[src/sv/pca_pkg.sv]
`timescale 1ns / 1ps
// Shared types, register indexes and channel arithmetic for pixel_color_adjust.
// No dependencies; used by the top level and its checker.
package pca_pkg;

    localparam int CHAN_W   = 8;
    localparam int BRIGHT_W = 9;
    localparam int GAIN_W   = 16;
    localparam int CFG_W    = 16;
    localparam int LUMA_W   = 24;

    typedef enum logic [1:0] {
        MODE_ROTATE   = 2'd0,
        MODE_BRIGHT   = 2'd1,
        MODE_CONTRAST = 2'd2,
        MODE_GRAY     = 2'd3
    } mode_t;

    typedef enum logic {
        REG_BRIGHTNESS = 1'b0,
        REG_CONTRAST   = 1'b1
    } reg_index_t;

    localparam logic [BRIGHT_W-1:0] BRIGHT_RESET = 9'sd0;
    localparam logic [GAIN_W-1:0]   GAIN_RESET   = 16'd256;

    localparam logic [15:0] LUMA_WEIGHT_R = 16'd19661;
    localparam logic [15:0] LUMA_WEIGHT_G = 16'd38666;
    localparam logic [15:0] LUMA_WEIGHT_B = 16'd7209;

    localparam logic signed [25:0] CONTRAST_BIAS = 26'sd65280;
    localparam logic signed [25:0] CONTRAST_TOP  = 26'sd130560;

    function automatic logic [CHAN_W-1:0] bright_channel(
        input logic [CHAN_W-1:0]   c,
        input logic [BRIGHT_W-1:0] off
    );
        logic [9:0] sum;
        logic [CHAN_W-1:0] res;
        sum = {2'b00, c} + {off[BRIGHT_W-1], off};
        if (sum[9]) begin
            res = '0;
        end else if (sum[8]) begin
            res = '1;
        end else begin
            res = sum[7:0];
        end
        return res;
    endfunction

    function automatic logic [CHAN_W-1:0] contrast_channel(
        input logic [CHAN_W-1:0] c,
        input logic [GAIN_W-1:0] gain
    );
        logic signed [8:0]  diff;
        logic signed [16:0] gain_s;
        logic signed [25:0] v;
        logic [CHAN_W-1:0]  res;
        diff   = $signed({c, 1'b0}) - 9'sd255;
        gain_s = $signed({1'b0, gain});
        v      = 26'(diff * gain_s) + CONTRAST_BIAS;
        if (v < 0) begin
            res = '0;
        end else if (v >= CONTRAST_TOP) begin
            res = '1;
        end else begin
            res = v[16:9];
        end
        return res;
    endfunction

endpackage

[src/sv/pixel_color_adjust.sv]
`timescale 1ns / 1ps
// Top level of the per-pixel RGB point-operation unit.
// Depends on pca_pkg for mode codes, register indexes and channel arithmetic.

// One pixel is accepted on every clock at which start is high; busy is never
// asserted, so items may be issued back to back at one per clock. Each item
// yields exactly one result: the pixel is taken into an input register, the
// selected point operation runs in one pass of logic (three 9x17 multipliers
// for contrast, three 8x16 for luma), and the result register drives done for
// one cycle with the adjusted pixel. The receiver cannot stall, so every
// result must be taken when done is high. Configuration writes take effect on
// the next clock and are meant to be made while no item is in flight.
module pixel_color_adjust (
    input  logic                        clk,
    input  logic                        rst_n,
    input  logic                        start,
    output logic                        busy,
    input  logic [1:0]                  mode,
    input  logic [pca_pkg::CHAN_W-1:0]  red_in,
    input  logic [pca_pkg::CHAN_W-1:0]  green_in,
    input  logic [pca_pkg::CHAN_W-1:0]  blue_in,
    input  logic                        cfg_write,
    input  logic                        cfg_index,
    input  logic [pca_pkg::CFG_W-1:0]   cfg_data,
    output logic                        done,
    output logic [pca_pkg::CHAN_W-1:0]  red_out,
    output logic [pca_pkg::CHAN_W-1:0]  green_out,
    output logic [pca_pkg::CHAN_W-1:0]  blue_out,
    output logic                        rejected
);

    logic [pca_pkg::BRIGHT_W-1:0] bright_reg;
    logic [pca_pkg::GAIN_W-1:0]   gain_reg;

    logic                        valid_reg;
    pca_pkg::mode_t              mode_reg;
    logic [pca_pkg::CHAN_W-1:0]  r_reg;
    logic [pca_pkg::CHAN_W-1:0]  g_reg;
    logic [pca_pkg::CHAN_W-1:0]  b_reg;

    logic                        done_reg;
    logic [pca_pkg::CHAN_W-1:0]  r_out_reg;
    logic [pca_pkg::CHAN_W-1:0]  g_out_reg;
    logic [pca_pkg::CHAN_W-1:0]  b_out_reg;
    logic                        rej_reg;

    logic [pca_pkg::CHAN_W-1:0]  r_next;
    logic [pca_pkg::CHAN_W-1:0]  g_next;
    logic [pca_pkg::CHAN_W-1:0]  b_next;
    logic                        rej_next;
    logic [pca_pkg::LUMA_W-1:0]  luma_sum;

    function automatic logic [pca_pkg::LUMA_W-1:0] LUMA_WEIGHT_MAC(
        input logic [pca_pkg::CHAN_W-1:0] r,
        input logic [pca_pkg::CHAN_W-1:0] g,
        input logic [pca_pkg::CHAN_W-1:0] b
    );
        logic [pca_pkg::LUMA_W-1:0] pr;
        logic [pca_pkg::LUMA_W-1:0] pg;
        logic [pca_pkg::LUMA_W-1:0] pb;
        pr = r * pca_pkg::LUMA_WEIGHT_R;
        pg = g * pca_pkg::LUMA_WEIGHT_G;
        pb = b * pca_pkg::LUMA_WEIGHT_B;
        return pr + pg + pb;
    endfunction

    always_ff @(posedge clk or negedge rst_n)
    begin
        if (!rst_n)
        begin
            bright_reg <= pca_pkg::BRIGHT_RESET;
            gain_reg   <= pca_pkg::GAIN_RESET;
        end
        else if (cfg_write)
        begin
            case (pca_pkg::reg_index_t'(cfg_index))
                pca_pkg::REG_BRIGHTNESS: bright_reg <= cfg_data[pca_pkg::BRIGHT_W-1:0];
                pca_pkg::REG_CONTRAST:   gain_reg   <= cfg_data[pca_pkg::GAIN_W-1:0];
                default:                 gain_reg   <= gain_reg;
            endcase
        end
    end

    always_ff @(posedge clk or negedge rst_n)
    begin
        if (!rst_n)
        begin
            valid_reg <= 1'b0;
            done_reg  <= 1'b0;
        end
        else
        begin
            valid_reg <= start;
            done_reg  <= valid_reg;
        end
    end

    always_ff @(posedge clk)
    begin
        if (start)
        begin
            mode_reg <= pca_pkg::mode_t'(mode);
            r_reg    <= red_in;
            g_reg    <= green_in;
            b_reg    <= blue_in;
        end
        if (valid_reg)
        begin
            r_out_reg <= r_next;
            g_out_reg <= g_next;
            b_out_reg <= b_next;
            rej_reg   <= rej_next;
        end
    end

    assign luma_sum = LUMA_WEIGHT_MAC(r_reg, g_reg, b_reg);

    always_comb
    begin
        r_next   = r_reg;
        g_next   = g_reg;
        b_next   = b_reg;
        rej_next = 1'b0;
        case (mode_reg)
            pca_pkg::MODE_ROTATE:
            begin
                r_next = g_reg;
                g_next = b_reg;
                b_next = r_reg;
            end
            pca_pkg::MODE_BRIGHT:
            begin
                r_next = pca_pkg::bright_channel(r_reg, bright_reg);
                g_next = pca_pkg::bright_channel(g_reg, bright_reg);
                b_next = pca_pkg::bright_channel(b_reg, bright_reg);
            end
            pca_pkg::MODE_CONTRAST:
            begin
                if (gain_reg == '0)
                begin
                    rej_next = 1'b1;
                end
                else
                begin
                    r_next = pca_pkg::contrast_channel(r_reg, gain_reg);
                    g_next = pca_pkg::contrast_channel(g_reg, gain_reg);
                    b_next = pca_pkg::contrast_channel(b_reg, gain_reg);
                end
            end
            pca_pkg::MODE_GRAY:
            begin
                r_next = luma_sum[pca_pkg::LUMA_W-1 -: pca_pkg::CHAN_W];
                g_next = luma_sum[pca_pkg::LUMA_W-1 -: pca_pkg::CHAN_W];
                b_next = luma_sum[pca_pkg::LUMA_W-1 -: pca_pkg::CHAN_W];
            end
            default:
            begin
                rej_next = 1'b0;
            end
        endcase
    end

    assign busy      = 1'b0;
    assign done      = done_reg;
    assign red_out   = r_out_reg;
    assign green_out = g_out_reg;
    assign blue_out  = b_out_reg;
    assign rejected  = done_reg & rej_reg;

endmodule

[config.mk]
export PLATFORM = sky130hd
export DESIGN_NAME = pixel_color_adjust
export DESIGN_NICKNAME = d
export VERILOG_FILES = /design/src/sv/pca_pkg.sv /design/src/sv/pixel_color_adjust.sv
export SDC_FILE = /design/constraint.sdc
export NUM_CORES = 1
export LEC_CHECK = 0
export ABC_AREA = 1
export BUFFER_PORTS_ARGS = -buffer_cell sky130_fd_sc_hd__buf_2
export CAP_MARGIN = 20
export CORE_MARGIN = 2
export CORE_UTILIZATION = 37
export DETAILED_ROUTE_END_ITERATION = 8
export PLACE_DENSITY_LB_ADDON = 0.15
export SYNTH_ARGS = -nofsm -noshare
export SYNTH_HDL_FRONTEND = slang
export SYNTH_SLANG_ARGS = --single-unit
[constraint.sdc]
create_clock -name clk -period 6.2 [get_ports clk]
set_input_delay 0 -clock clk [delete_from_list [all_inputs] [get_ports clk]]
set_output_delay 0 -clock clk [all_outputs]
set_load 0.02 [all_outputs]
Word-level counts from Yosys, hierarchy flattened

Index checks and enable logic that the tools add are counted.

Register bits: 78
Latch bits: 0
Bits in writable memories: 0
Bits in read-only memories: 0
Input port bits: 47
Logic and storage cells: 63
Memories kept: 0

$add $sub $neg: 11
Multiply operators: 6
Div/mod/pow operators: 0
Magnitude comparators: 6
Equality and inequality tests: 3
Shifts and indexed selects: 0
Mux-type cells: 19
Bitwise operators: 2
Reduce and logical (&&, ||, !) cells: 4

Operator list:

| cell                                                                          | number |
|---|---|
| 8-bit two-way mux                                                             | 15 |
| 8-bit case mux with 4 select lines                                            | 3 |
| 26-bit by 17-bit adder with 26-bit output, second input constant              | 3 |
| 26-bit by 18-bit >= comparator with 1-bit output, second input constant       | 3 |
| 26-bit by 1-bit less-than comparator with 1-bit output, second input constant | 3 |
| 9-bit by 17-bit multiplier with 26-bit output                                 | 3 |
| 8-bit by 15-bit multiplier with 23-bit output, second input constant          | 2 |
| 9-bit by 9-bit adder with 10-bit output                                       | 3 |
| 9-bit subtractor, second input constant                                       | 3 |
| 23-bit by 24-bit adder with 24-bit output                                     | 1 |
| 24-bit by 21-bit adder with 24-bit output                                     | 1 |
| 8-bit by 13-bit multiplier with 21-bit output, second input constant          | 1 |
| 16-bit logical NOT                                                            | 1 |
| 2-bit equality test, second input constant                                    | 2 |
| 2-bit AND reduction                                                           | 2 |
| 2-bit by 1-bit equality test with 1-bit output, second input constant         | 1 |
| 2-bit logical NOT                                                             | 1 |
| 1-bit AND                                                                     | 1 |
| 1-bit two-way mux                                                             | 1 |
| 1-bit NOT                                                                     | 1 |

Longest topological paths before layout

Gate-level depths: netlist of the first run.

Word-level depth: 8
Mapped depth: 34
Mapped depth without buffers: 34

Worst setup path before layout of the first run

OpenSTA, ideal clock, no wires.

Kind: flip-flop to flip-flop
From: register g_reg[0] in the netlist's numbering
To: register b_out_reg, in the netlist blue_out[7], data pin
Setup time: 265 ps
Data arrival time: 6473 ps
Path slack: -539 ps
Cell stages (with the launch flop): 33
Buffers on the path: 2
Clock period less this slack: 6739 ps
Path through: edfxtp_1 -> clkbuf_1 -> buf_1 -> inv_1 -> fa_1 -> inv_1 -> ha_1 -> ha_1 -> nand2_1 -> nor3_1 -> nand2_1 -> nand2_1 -> nand3_1 -> o21ai_2 -> xor2_1 -> fa_1 -> fa_1 -> inv_1 -> fa_1 -> fa_1 -> inv_1 -> ha_1 -> a21oi_1 -> o21ai_0 -> a31oi_1 -> nand3_1 -> nand2_1 -> nand2_1 -> nand2_1 -> nand2_1 -> or2_2 -> nand3_1 -> nand4_1

Cells in the longest elaborated chain, start to end: 4

Ends and longest elaborated chain:

| element                                       | line                      | source |
|---|---|---|
| from (decl)                                   | pixel_color_adjust.sv:38  | `logic [pca_pkg::CHAN_W-1:0] g_reg;` |
| from (signal assigned)                        | pixel_color_adjust.sv:104 | `g_reg <= green_in;` |
| 8-bit by 15-bit multiplier with 23-bit output | pixel_color_adjust.sv:62  | `pg = g * pca_pkg::LUMA_WEIGHT_G;` |
| 23-bit by 24-bit adder with 24-bit output     | pixel_color_adjust.sv:64  | `return pr + pg + pb;` |
| 24-bit by 21-bit adder with 24-bit output     | pixel_color_adjust.sv:64  |  |
| 8-bit case mux with 4 select lines            | pixel_color_adjust.sv:124 | `case (mode_reg)` |
| named net b_next (one bit)                    | pixel_color_adjust.sv:49  | `logic [pca_pkg::CHAN_W-1:0] b_next;` |
| to (signal assigned)                          | pixel_color_adjust.sv:111 | `b_out_reg <= b_next;` |
| to (decl)                                     | pixel_color_adjust.sv:44  | `logic [pca_pkg::CHAN_W-1:0] b_out_reg;` |

The timed path passes the listed nets, and every way through them passes these cells.
A chain may end at the register's enable or synchronous reset.

Worst setup path after layout of the first run

From: register g_reg[5] in the netlist's numbering
To: register b_out_reg, in the netlist blue_out[5], data pin

Same word-level chain as after synthesis.

==> results.sh, run 1 <==
export IMPL_outcome="finished, violations left"
export IMPL_violations="negative setup slack"
export IMPL_fin_cells=4657
export IMPL_synth_edf_count=51
export IMPL_register_area_um2=2210
export IMPL_rsz0062_at_grt="true"
export IMPL_slew_violations=0
export IMPL_drtPass1Iterations=5
export IMPL_largest_register_ffs=16
export IMPL_preCtsSetupSlack_ns=-0.508
export IMPL_setup_violations=24
export IMPL_period_minus_slack_ns=6.57
export IMPL_h_tree_depth=3
export IMPL_drv_cap=0
export IMPL_final_hold_viol_count=0
export IMPL_syn_mean_instance_area_um2=7.68
export IMPL_post_route_period_util=1.06
export IMPL_synth_distinct_cells=54
export IMPL_start_util=0.372
export IMPL_ys_ff_latch=78
export IMPL_cp_max_fo=4
export IMPL_place_congestion=0.925
export IMPL_via_count=22100
export IMPL_grt_pass1_vias=23100
export IMPL_fp_dieW_um=269
export IMPL_synth_top_family_by_area="adder cells"
export IMPL_io_buffer_count=72
export IMPL_cts_tree="done"
export IMPL_postLayoutCellArea_um2=30900
export IMPL_max_freq_ghz=0.152
export IMPL_netlist_area_um2=25900
export IMPL_dp_cells=4577
export IMPL_clkLatencyLatePin_ns=0.39
export IMPL_grt_ovfl_total=0
export IMPL_finalClockSkew_ns=0.0197
export IMPL_endpoint_kind="register"
export IMPL_grt_pass1_wl_mm=127
export IMPL_async_reset_ff_frac=0.346
export IMPL_synth_net_count=4234
export IMPL_cp_start_kind="register"
export IMPL_cts_clk_slew_worst_paths_ns=0.08
export IMPL_pin_count=74
export IMPL_core_area_um2=69700
export IMPL_max_stage_delay_ns=0.53
export IMPL_drive_gt1_frac=0.146
export IMPL_wl_mm=79.5
export IMPL_yosys_area_share_simple=0.186
export IMPL_tightestPinTransition_ns=0.924
export IMPL_cts_made_buffers=9
export IMPL_viasPerCell=4.75
export IMPL_drcViolationCount=0
export IMPL_synth_compound_area_frac=0.0570
export IMPL_num_fill_cells=7244
export IMPL_cts_root_buf="clkbuf_16"
export IMPL_dp_hpwl_mm=67.3
export IMPL_die_h_um=269
export IMPL_critPathArrivalTime_ns=6.70
export IMPL_hp_class="input pin to register"
export IMPL_synth_adder_area_share=0.511
export IMPL_grt_max_degree=30
export IMPL_ant_nets=0
export IMPL_ys_flop_type="edfxtp_1"
export IMPL_synth_xor_area_frac=0.0169
export IMPL_drt_iter0_drc=1371
export IMPL_crit_type="register to register"
export IMPL_placed_area_um2=29500
export IMPL_multi_input_area_um2=20600
export IMPL_slowest_stage="fa_1"
export IMPL_wl_per_cell_um=17.1
export IMPL_die_area_um2=72100
export IMPL_cp_required_ns=6.34
export IMPL_final_nets=4574
export IMPL_clock_path_buffers=2
export IMPL_synth_mux_area_frac=0.00130
export IMPL_relSlewSlack=0.382
export IMPL_synth_warnings=0
export IMPL_synth_cells=3371
export IMPL_syn2layout_area_growth_pct=19.3
export IMPL_antenna_found_initial=1
export IMPL_seq_area_frac_synth=0.0853
export IMPL_grt_use_total=0.231
export IMPL_critPathMostFrequentCell="fa_1"
export IMPL_cts_sinks=78
export IMPL_setup_ws_ns=-0.369
export IMPL_rows=97
Yosys cell counts (9+ instances only):
master      n  area (um^2)
nand2_2    10         62.6
clkbuf_1   81          304
xor2_1     35          307
nand3b_1   14          105
nand3_1    95          475
inv_1     878         3300
nor2_1    163          612
fa_1      404         8090
nand4_1    29          181
edfxtp_1   51         1530
o21ai_1     9         45.0
dfrtp_1    26          651
o21ai_0    72          360
ha_1      412         5150
a21oi_1   134          671
xnor2_1    15          131
nand2_1   825         3100
nor3_1     25          125
per-layer routing:
layer,part of all wire,track usage
met5,0,0
met4,0.026,0.0574
met3,0.050,0.0284
met2,0.46,0.385
met1,0.47,0.318
kinds of logic (layout without fill, tap and decap cells):
kind of cell	count (synthesis)	count (layout)
AND/OR/NAND/NOR	1184	1184
buffers and inverters	975	1320
adder cells (fa/ha/maj)	816	816
AO/OA/AOI/OAI	264	264
flip-flops	78	78
XOR/XNOR	50	50
multiplexers	3	3
other	1	2
worst max-delay path, delay by kind of cell, from the launching register on:
kind	cells	cell delay, ns
adder cells (fa/ha/maj)	9	3.55
AND/OR/NAND/NOR	7	0.94
buffers and inverters	8	0.61
AO/OA/AOI/OAI	5	0.58
flip-flops	1	0.49
XOR/XNOR	1	0.16
what timing repair did:
item	CTS	global route
pin swaps	37	42
buffers inserted	16	6
hold endpoints to repair	71	0
setup endpoints to repair	24	24
resized for setup	50	55
gates cloned	0	0
hold buffers	41	0
final cells by class:
class,instances,area share
inverter,883,0.107
timing repair buffer,421,0.106
clock inverter,7,0.00283
tap,940,0.0381
antenna,1,0.0000810
sequential,78,0.0714
clock buffer,9,0.00729
multi-input combinational,2318,0.667
worst paths after layout:
kind / startpoint / to / slack (ns) / cells past startpoint
hold reg to reg: gain_reg[9]$_DFFE_PN0P_ / gain_reg[9]$_DFFE_PN0P_ / 0.58 / 1
min in group asynchronous: rst_n / bright_reg[1]$_DFFE_PN0P_ / 0.25 / 2
hold / removal: cfg_data[3] / gain_reg[3]$_DFFE_PN0P_ / 0.04 / 3
setup reg to reg: g_reg[5]$_DFFE_PP_ / blue_out[5]$_DFFE_PP_ / -0.37 / 30
setup / recovery: g_reg[5]$_DFFE_PP_ / blue_out[5]$_DFFE_PP_ / -0.37 / 30
max in group asynchronous: rst_n / bright_reg[3]$_DFFE_PN0P_ / 5.37 / 2
cells in the final DEF (no fill, tap or decap), drive strengths merged, types with 9 or more instances in the layout:
| cell | netlist | layout |
|---|---|---|
| a21oi | 142 | 142 |
| buf | 11 | 380 |
| clkbuf | 81 | 9 |
| dfrtp | 26 | 26 |
| dlygate4sd3 | 0 | 41 |
| edfxtp | 51 | 51 |
| fa | 404 | 404 |
| ha | 412 | 412 |
| inv | 882 | 886 |
| nand2 | 836 | 836 |
| nand3 | 98 | 98 |
| nand3b | 14 | 14 |
| nand4 | 29 | 29 |
| nor2 | 164 | 164 |
| nor3 | 25 | 25 |
| o21ai | 84 | 84 |
| o21bai | 9 | 9 |
| or2 | 9 | 9 |
| xnor2 | 15 | 15 |
| xor2 | 35 | 35 |
metrics by stage:
stage | utilization | hold WS [ns] | setup TNS, ns
3_3_place_gp | 0.424 | 0.132 | -8.60
6_report | 0.444 | 0.0425 | -6.22
4_1_cts | 0.440 | 0.0227 | -6.44
5_1_grt | 0.444 | 0.0628 | -13.91
3_5_place_dp | 0.424 | 0.146 | -9.71
2_1_floorplan | - | -0.296 | -0.806
Power of run 1 is not shown: default switching activity piles up to over one toggle a cycle in this logic, so the estimate is an artifact.
==> run 2, diff against run 1 <==
--- a/config.mk
+++ b/config.mk
@@ -9,7 +9,7 @@
 export BUFFER_PORTS_ARGS = -buffer_cell sky130_fd_sc_hd__buf_2
 export CAP_MARGIN = 20
 export CORE_MARGIN = 2
-export CORE_UTILIZATION = 37
+export CORE_UTILIZATION = 60
 export DETAILED_ROUTE_END_ITERATION = 8
 export PLACE_DENSITY_LB_ADDON = 0.15
 export SYNTH_ARGS = -nofsm -noshare
==> run 2 against run 1 <==
The flow still finishes with violations (negative setup slack). Sequential share of layout area grew 0.26 points. Non-clock buffer count is 79 lower. First-iteration DRC count up 38%. Sequential cell count unchanged. Critical path depth unchanged. Design area decreased by 3.5%. Register-to-register slack worse by 0.21 ns. Via count up 3.5%. Maximum frequency shrank 3.1%.
==> results.sh, run 2 (synthesis results as in run 1) <==
export IMPL_outcome="finished, violations left"
export IMPL_violations="negative setup slack"
export IMPL_io_buffer_count=72
export IMPL_antenna_found_initial=0
export IMPL_pin_count=74
export IMPL_rows=76
export IMPL_core_area_um2=42800
export IMPL_cts_made_buffers=9
export IMPL_viasPerCell=5.48
export IMPL_hp_class="input pin to register"
export IMPL_drt_iter0_drc=1891
export IMPL_grt_max_degree=30
export IMPL_clkLatencyLatePin_ns=0.38
export IMPL_largest_register_ffs=16
export IMPL_grt_pass1_vias=24200
export IMPL_reg2regPathDepth=30
export IMPL_reg2reg_to="red_out[3]$_DFFE_PP_"
export IMPL_hold_path_endpoint="gain_reg[8]$_DFFE_PN1P_"
export IMPL_cts_clk_slew_worst_paths_ns=0.08
export IMPL_max_freq_ghz=0.147
export IMPL_ant_nets=0
export IMPL_cp_start_kind="register"
export IMPL_grt_use_total=0.370
export IMPL_syn2layout_area_growth_pct=15.2
export IMPL_num_antenna_cells=0
export IMPL_place_congestion=1.01
export IMPL_post_route_period_util=1.09
export IMPL_critPathMostFrequentCell="fa_1"
export IMPL_clock_path_buffers=2
export IMPL_die_h_um=212
export IMPL_endpoint_kind="register"
export IMPL_drive_gt1_frac=0.130
export IMPL_min_delay_start="cfg_write"
export IMPL_final_nets=4495
export IMPL_die_area_um2=44800
export IMPL_most_common_layout_cells="864 x inv_1, 802 x nand2_1, 398 x fa_1, 388 x ha_1, 213 x buf_4"
export IMPL_finalClockSkew_ns=0.0109
export IMPL_drtPass1Iterations=6
export IMPL_tightestPinTransition_ns=0.869
export IMPL_setup_violations=24
export IMPL_cp_required_ns=6.32
export IMPL_min_path_cells=5
export IMPL_via_count=22900
export IMPL_final_common_cell="inv_1"
export IMPL_cts_sinks=78
export IMPL_crit_type="register to register"
export IMPL_fp_dieW_um=212
export IMPL_cts_tree="done"
export IMPL_critPathArrivalTime_ns=6.90
export IMPL_rsz0062_at_grt="true"
export IMPL_slowest_stage="fa_2"
export IMPL_final_hold_viol_count=0
export IMPL_setup_ws_ns=-0.582
export IMPL_r2r_start="g_reg[2]$_DFFE_PP_"
export IMPL_drv_cap=0
export IMPL_max_stage_delay_ns=0.54
export IMPL_slew_violations=0
export IMPL_final_util=0.697
export IMPL_wl_per_cell_um=19.0
export IMPL_drcViolationCount=0
export IMPL_period_minus_slack_ns=6.78
export IMPL_cts_root_buf="clkbuf_16"
export IMPL_grt_pass1_wl_mm=127
export IMPL_grt_ovfl_total=0
export IMPL_cp_max_fo=4
export IMPL_dp_hpwl_mm=64.3
export IMPL_timing_reg2reg_setup_slack_ns=-0.58
export IMPL_relSlewSlack=0.420
export IMPL_start_util=0.605
export IMPL_wl_mm=79.5
export IMPL_h_tree_depth=3
## run 2: worst max path at each step
stage / from / end
2_1_floorplan: g_reg[7]$_DFFE_PP_ / blue_out[7]$_DFFE_PP_
3_3_place_gp: g_reg[5]$_DFFE_PP_ / red_out[6]$_DFFE_PP_
3_5_place_dp: g_reg[5]$_DFFE_PP_ / red_out[6]$_DFFE_PP_
4_1_cts: g_reg[5]$_DFFE_PP_ / green_out[7]$_DFFE_PP_
5_1_grt: g_reg[2]$_DFFE_PP_ / green_out[7]$_DFFE_PP_
6_report: g_reg[2]$_DFFE_PP_ / red_out[3]$_DFFE_PP_
## run 2: final cells by class
| class | instances | area (um^2) |
|---|---|---|
| fillers | 3440 | 13000 |
| well taps | 546 | 683 |
| inverters | 883 | 3320 |
| repair buffers | 342 | 2650 |
| flip-flops and latches | 78 | 2210 |
| clock inverters | 7 | 80.1 |
| clock buffers | 9 | 225 |
| multi-input cells | 2318 | 20700 |
## run 2: timing repair
item | CTS | global route
hold buffers | 43 | 0
hold endpoints to repair | 77 | 0
pin swaps | 56 | 32
setup endpoints to repair | 24 | 24
buffers inserted | 16 | 7
gates resized for setup | 85 | 33
## run 2: per-stage QoR
stage	area, um^2	setup TNS (ns)	setup WS (ns)	hold slack, ns	instances
4_1_cts	29600	-5.23	-0.362	0.119	4174
5_1_grt	29800	-16.60	-0.819	0.159	4183
3_5_place_dp	28400	-10.69	-0.578	0.0930	4099
2_1_floorplan	26100	-0.806	-0.179	-0.296	3371
3_3_place_gp	28400	-8.73	-0.473	0.0843	4098
6_report	29800	-11.27	-0.582	0.125	4183
## run 2: per-layer routing
metal,routed length [um],up-vias,global-route usage
li1,-,10700,-
met4,3540,0,0.158
met5,0,-,0
met1,32400,11100,0.478
met3,6140,190,0.0577
met2,37300,954,0.620
## run 2: worst max-delay path: cells and delay by family, from the launching register on
family	cells	cell delay, ns
AOI/OAI and AO/OA	7	0.97
xor gates and xnor gates	1	0.22
adders and majority gates	9	3.62
buffers and inverters	5	0.37
DFF	1	0.52
and+or+nand+nor	8	0.82
Power of run 2 is left out for the same reason.
==> run 3, diff against run 2 <==
--- a/config.mk
+++ b/config.mk
@@ -6,10 +6,11 @@
 export NUM_CORES = 1
 export LEC_CHECK = 0
 export ABC_AREA = 1
+export ABC_CLOCK_PERIOD_IN_PS = 6200
 export BUFFER_PORTS_ARGS = -buffer_cell sky130_fd_sc_hd__buf_2
 export CAP_MARGIN = 20
-export CORE_MARGIN = 2
 export CORE_UTILIZATION = 60
+export CTS_BUF_LIST = sky130_fd_sc_hd__clkbuf_8
 export DETAILED_ROUTE_END_ITERATION = 8
 export PLACE_DENSITY_LB_ADDON = 0.15
 export SYNTH_ARGS = -nofsm -noshare
==> run 3 against run 2 <==
The flow still finishes with violations (negative setup slack). Clock-buffer cell count grew 1. Register-to-register slack is essentially flat. Die area shrank 1.9%. Sequential cell count is the same. Highest routed layer is now met5.
==> results.sh, run 3 (synthesis results as in run 1) <==
export IMPL_cts_clk_slew_worst_paths_ns=0.10
export IMPL_wl_per_cell_um=18.6
export IMPL_grt_pass1_wl_mm=125
export IMPL_finalClockSkew_ns=0.0266
export IMPL_cp_max_fo=4
export IMPL_antenna_found_initial=5
export IMPL_die_area_um2=44000
export IMPL_post_route_period_util=1.10
export IMPL_grt_pass1_vias=24100
export IMPL_hp_class="input pin to register"
export IMPL_core_area_um2=42200
export IMPL_drtPass1Iterations=5
export IMPL_preCtsSetupSlack_ns=-0.555
export IMPL_viasPerCell=5.47
export IMPL_slowest_stage="fa_1"
export IMPL_clkLatencyLatePin_ns=0.41
export IMPL_dp_hpwl_mm=65.3
export IMPL_drive_gt1_frac=0.130
export IMPL_most_common_layout_cells="872 x inv_1, 809 x nand2_1, 401 x fa_1, 395 x ha_1, 250 x buf_4"
export IMPL_outcome="finished, violations left"
export IMPL_largest_register_ffs=16
export IMPL_io_buffer_count=72
export IMPL_setup_ws_ns=-0.595
export IMPL_cp_start_kind="register"
export IMPL_cts_root_buf="clkbuf_8"
export IMPL_drt_iter0_drc=1749
export IMPL_placed_area_um2=28600
export IMPL_max_freq_ghz=0.147
export IMPL_fin_cells=4210
export IMPL_drv_cap=0
export IMPL_cp_top_family="adder cells"
export IMPL_ant_nets=0
export IMPL_slew_violations=0
export IMPL_setup_violations=24
export IMPL_cts_made_buffers=9
export IMPL_worstPathBufferInverterCount=4
export IMPL_cts_tree="done"
export IMPL_period_minus_slack_ns=6.79
export IMPL_final_common_cell="inv_1"
export IMPL_rows=75
export IMPL_syn2layout_area_growth_pct=15.0
export IMPL_endpoint_kind="register"
export IMPL_h_tree_depth=3
export IMPL_via_count=23000
export IMPL_final_nets=4528
export IMPL_pin_count=74
export IMPL_crit_type="register to register"
export IMPL_start_util=0.613
export IMPL_grt_max_degree=30
export IMPL_postLayoutCellArea_um2=29800
export IMPL_max_stage_delay_ns=0.54
export IMPL_drcViolationCount=0
export IMPL_cp_required_ns=6.33
export IMPL_grt_ovfl_total=0
export IMPL_critPathMostFrequentCell="fa_1"
export IMPL_die_h_um=210
export IMPL_fp_dieW_um=210
export IMPL_tightestPinTransition_ns=1.04
export IMPL_wl_mm=78.2
export IMPL_rsz0062_at_grt="true"
export IMPL_violations="negative setup slack"
export IMPL_place_congestion=1.00
export IMPL_critPathArrivalTime_ns=6.93
export IMPL_relSlewSlack=0.307
export IMPL_cts_sinks=78
export IMPL_final_hold_viol_count=0
export IMPL_dp_cells=4134
export IMPL_grt_use_total=0.371
export IMPL_clock_path_buffers=2
-- run 3: cell types whose count changed in the layout (fill, tap and decap cells not counted), sizes merged --
| cell | before | now |
|---|---|---|
| buf | 299 | 332 |
| clkinv | 2 | 3 |
| bufinv | 1 | 0 |
| diode | 0 | 1 |
| clkinvlp | 1 | 0 |
| clkbuf | 9 | 10 |
-- run 3: per-stage QoR --
| stage | util | setup TNS [ns] | hold WS, ns |
|---|---|---|---|
| 2_1_floorplan | - | -0.806 | -0.296 |
| 3_3_place_gp | 0.678 | -7.71 | 0.0781 |
| 3_5_place_dp | 0.678 | -10.86 | 0.0884 |
| 4_1_cts | 0.698 | -8.70 | 0.119 |
| 5_1_grt | 0.705 | -17.59 | 0.161 |
| 6_report | 0.705 | -11.36 | 0.157 |
-- run 3: repair_timing --
item	4_1_cts	5_1_grt
pin swaps	20	40
setup endpoints to repair	24	24
endpoints found under the hold margin	77	0
buffers inserted	10	5
hold buffers	43	0
gates resized for setup	36	47
-- run 3: final cells by class --
type                            count  area [um^2]
Inverter                          883         3320
Fill cell                        3412        12400
Multi-Input combinational cell   2318        20600
Clock inverter                      6         43.8
Sequential cell                    78         2210
Timing Repair Buffer              375         2850
Antenna cell                        1         2.50
Tap cell                          539          674
Clock buffer                       10          138
-- run 3: worst paths after layout --
kind	from	end	slack, ns	cells past startpoint
worst max-delay path	g_reg[2]$_DFFE_PP_	green_out[7]$_DFFE_PP_	-0.59	29
worst min-delay path	start	valid_reg$_DFF_PN0_	0.16	1
worst max register to register	g_reg[2]$_DFFE_PP_	green_out[7]$_DFFE_PP_	-0.59	29
worst min register to register	gain_reg[9]$_DFFE_PN0P_	gain_reg[9]$_DFFE_PN0P_	0.59	1
max in group asynchronous	rst_n	gain_reg[3]$_DFFE_PN0P_	5.48	2
min in group asynchronous	rst_n	gain_reg[10]$_DFFE_PN0P_	0.24	2
-- run 3: metal layers --
metal | vias to the layer above | track usage | wire, um
li1 | 10700 | - | -
met5 | - | 0 | 23
met3 | 209 | 0.0578 | 6480
met2 | 932 | 0.617 | 36400
met1 | 11200 | 0.485 | 31800
met4 | 4 | 0.149 | 3480
-- run 3: worst reg2reg max path: cells and delay by family (launching register included) --
family,cells,cell delay [ns]
flip-flops,1,0.49
adder cells (fa/ha/maj),9,3.76
buffers and inverters,4,0.18
AO/OA/AOI/OAI,6,1.00
AND/OR/NAND/NOR,9,0.86
XOR/XNOR,1,0.20
Power of run 3 is left out for the same reason.
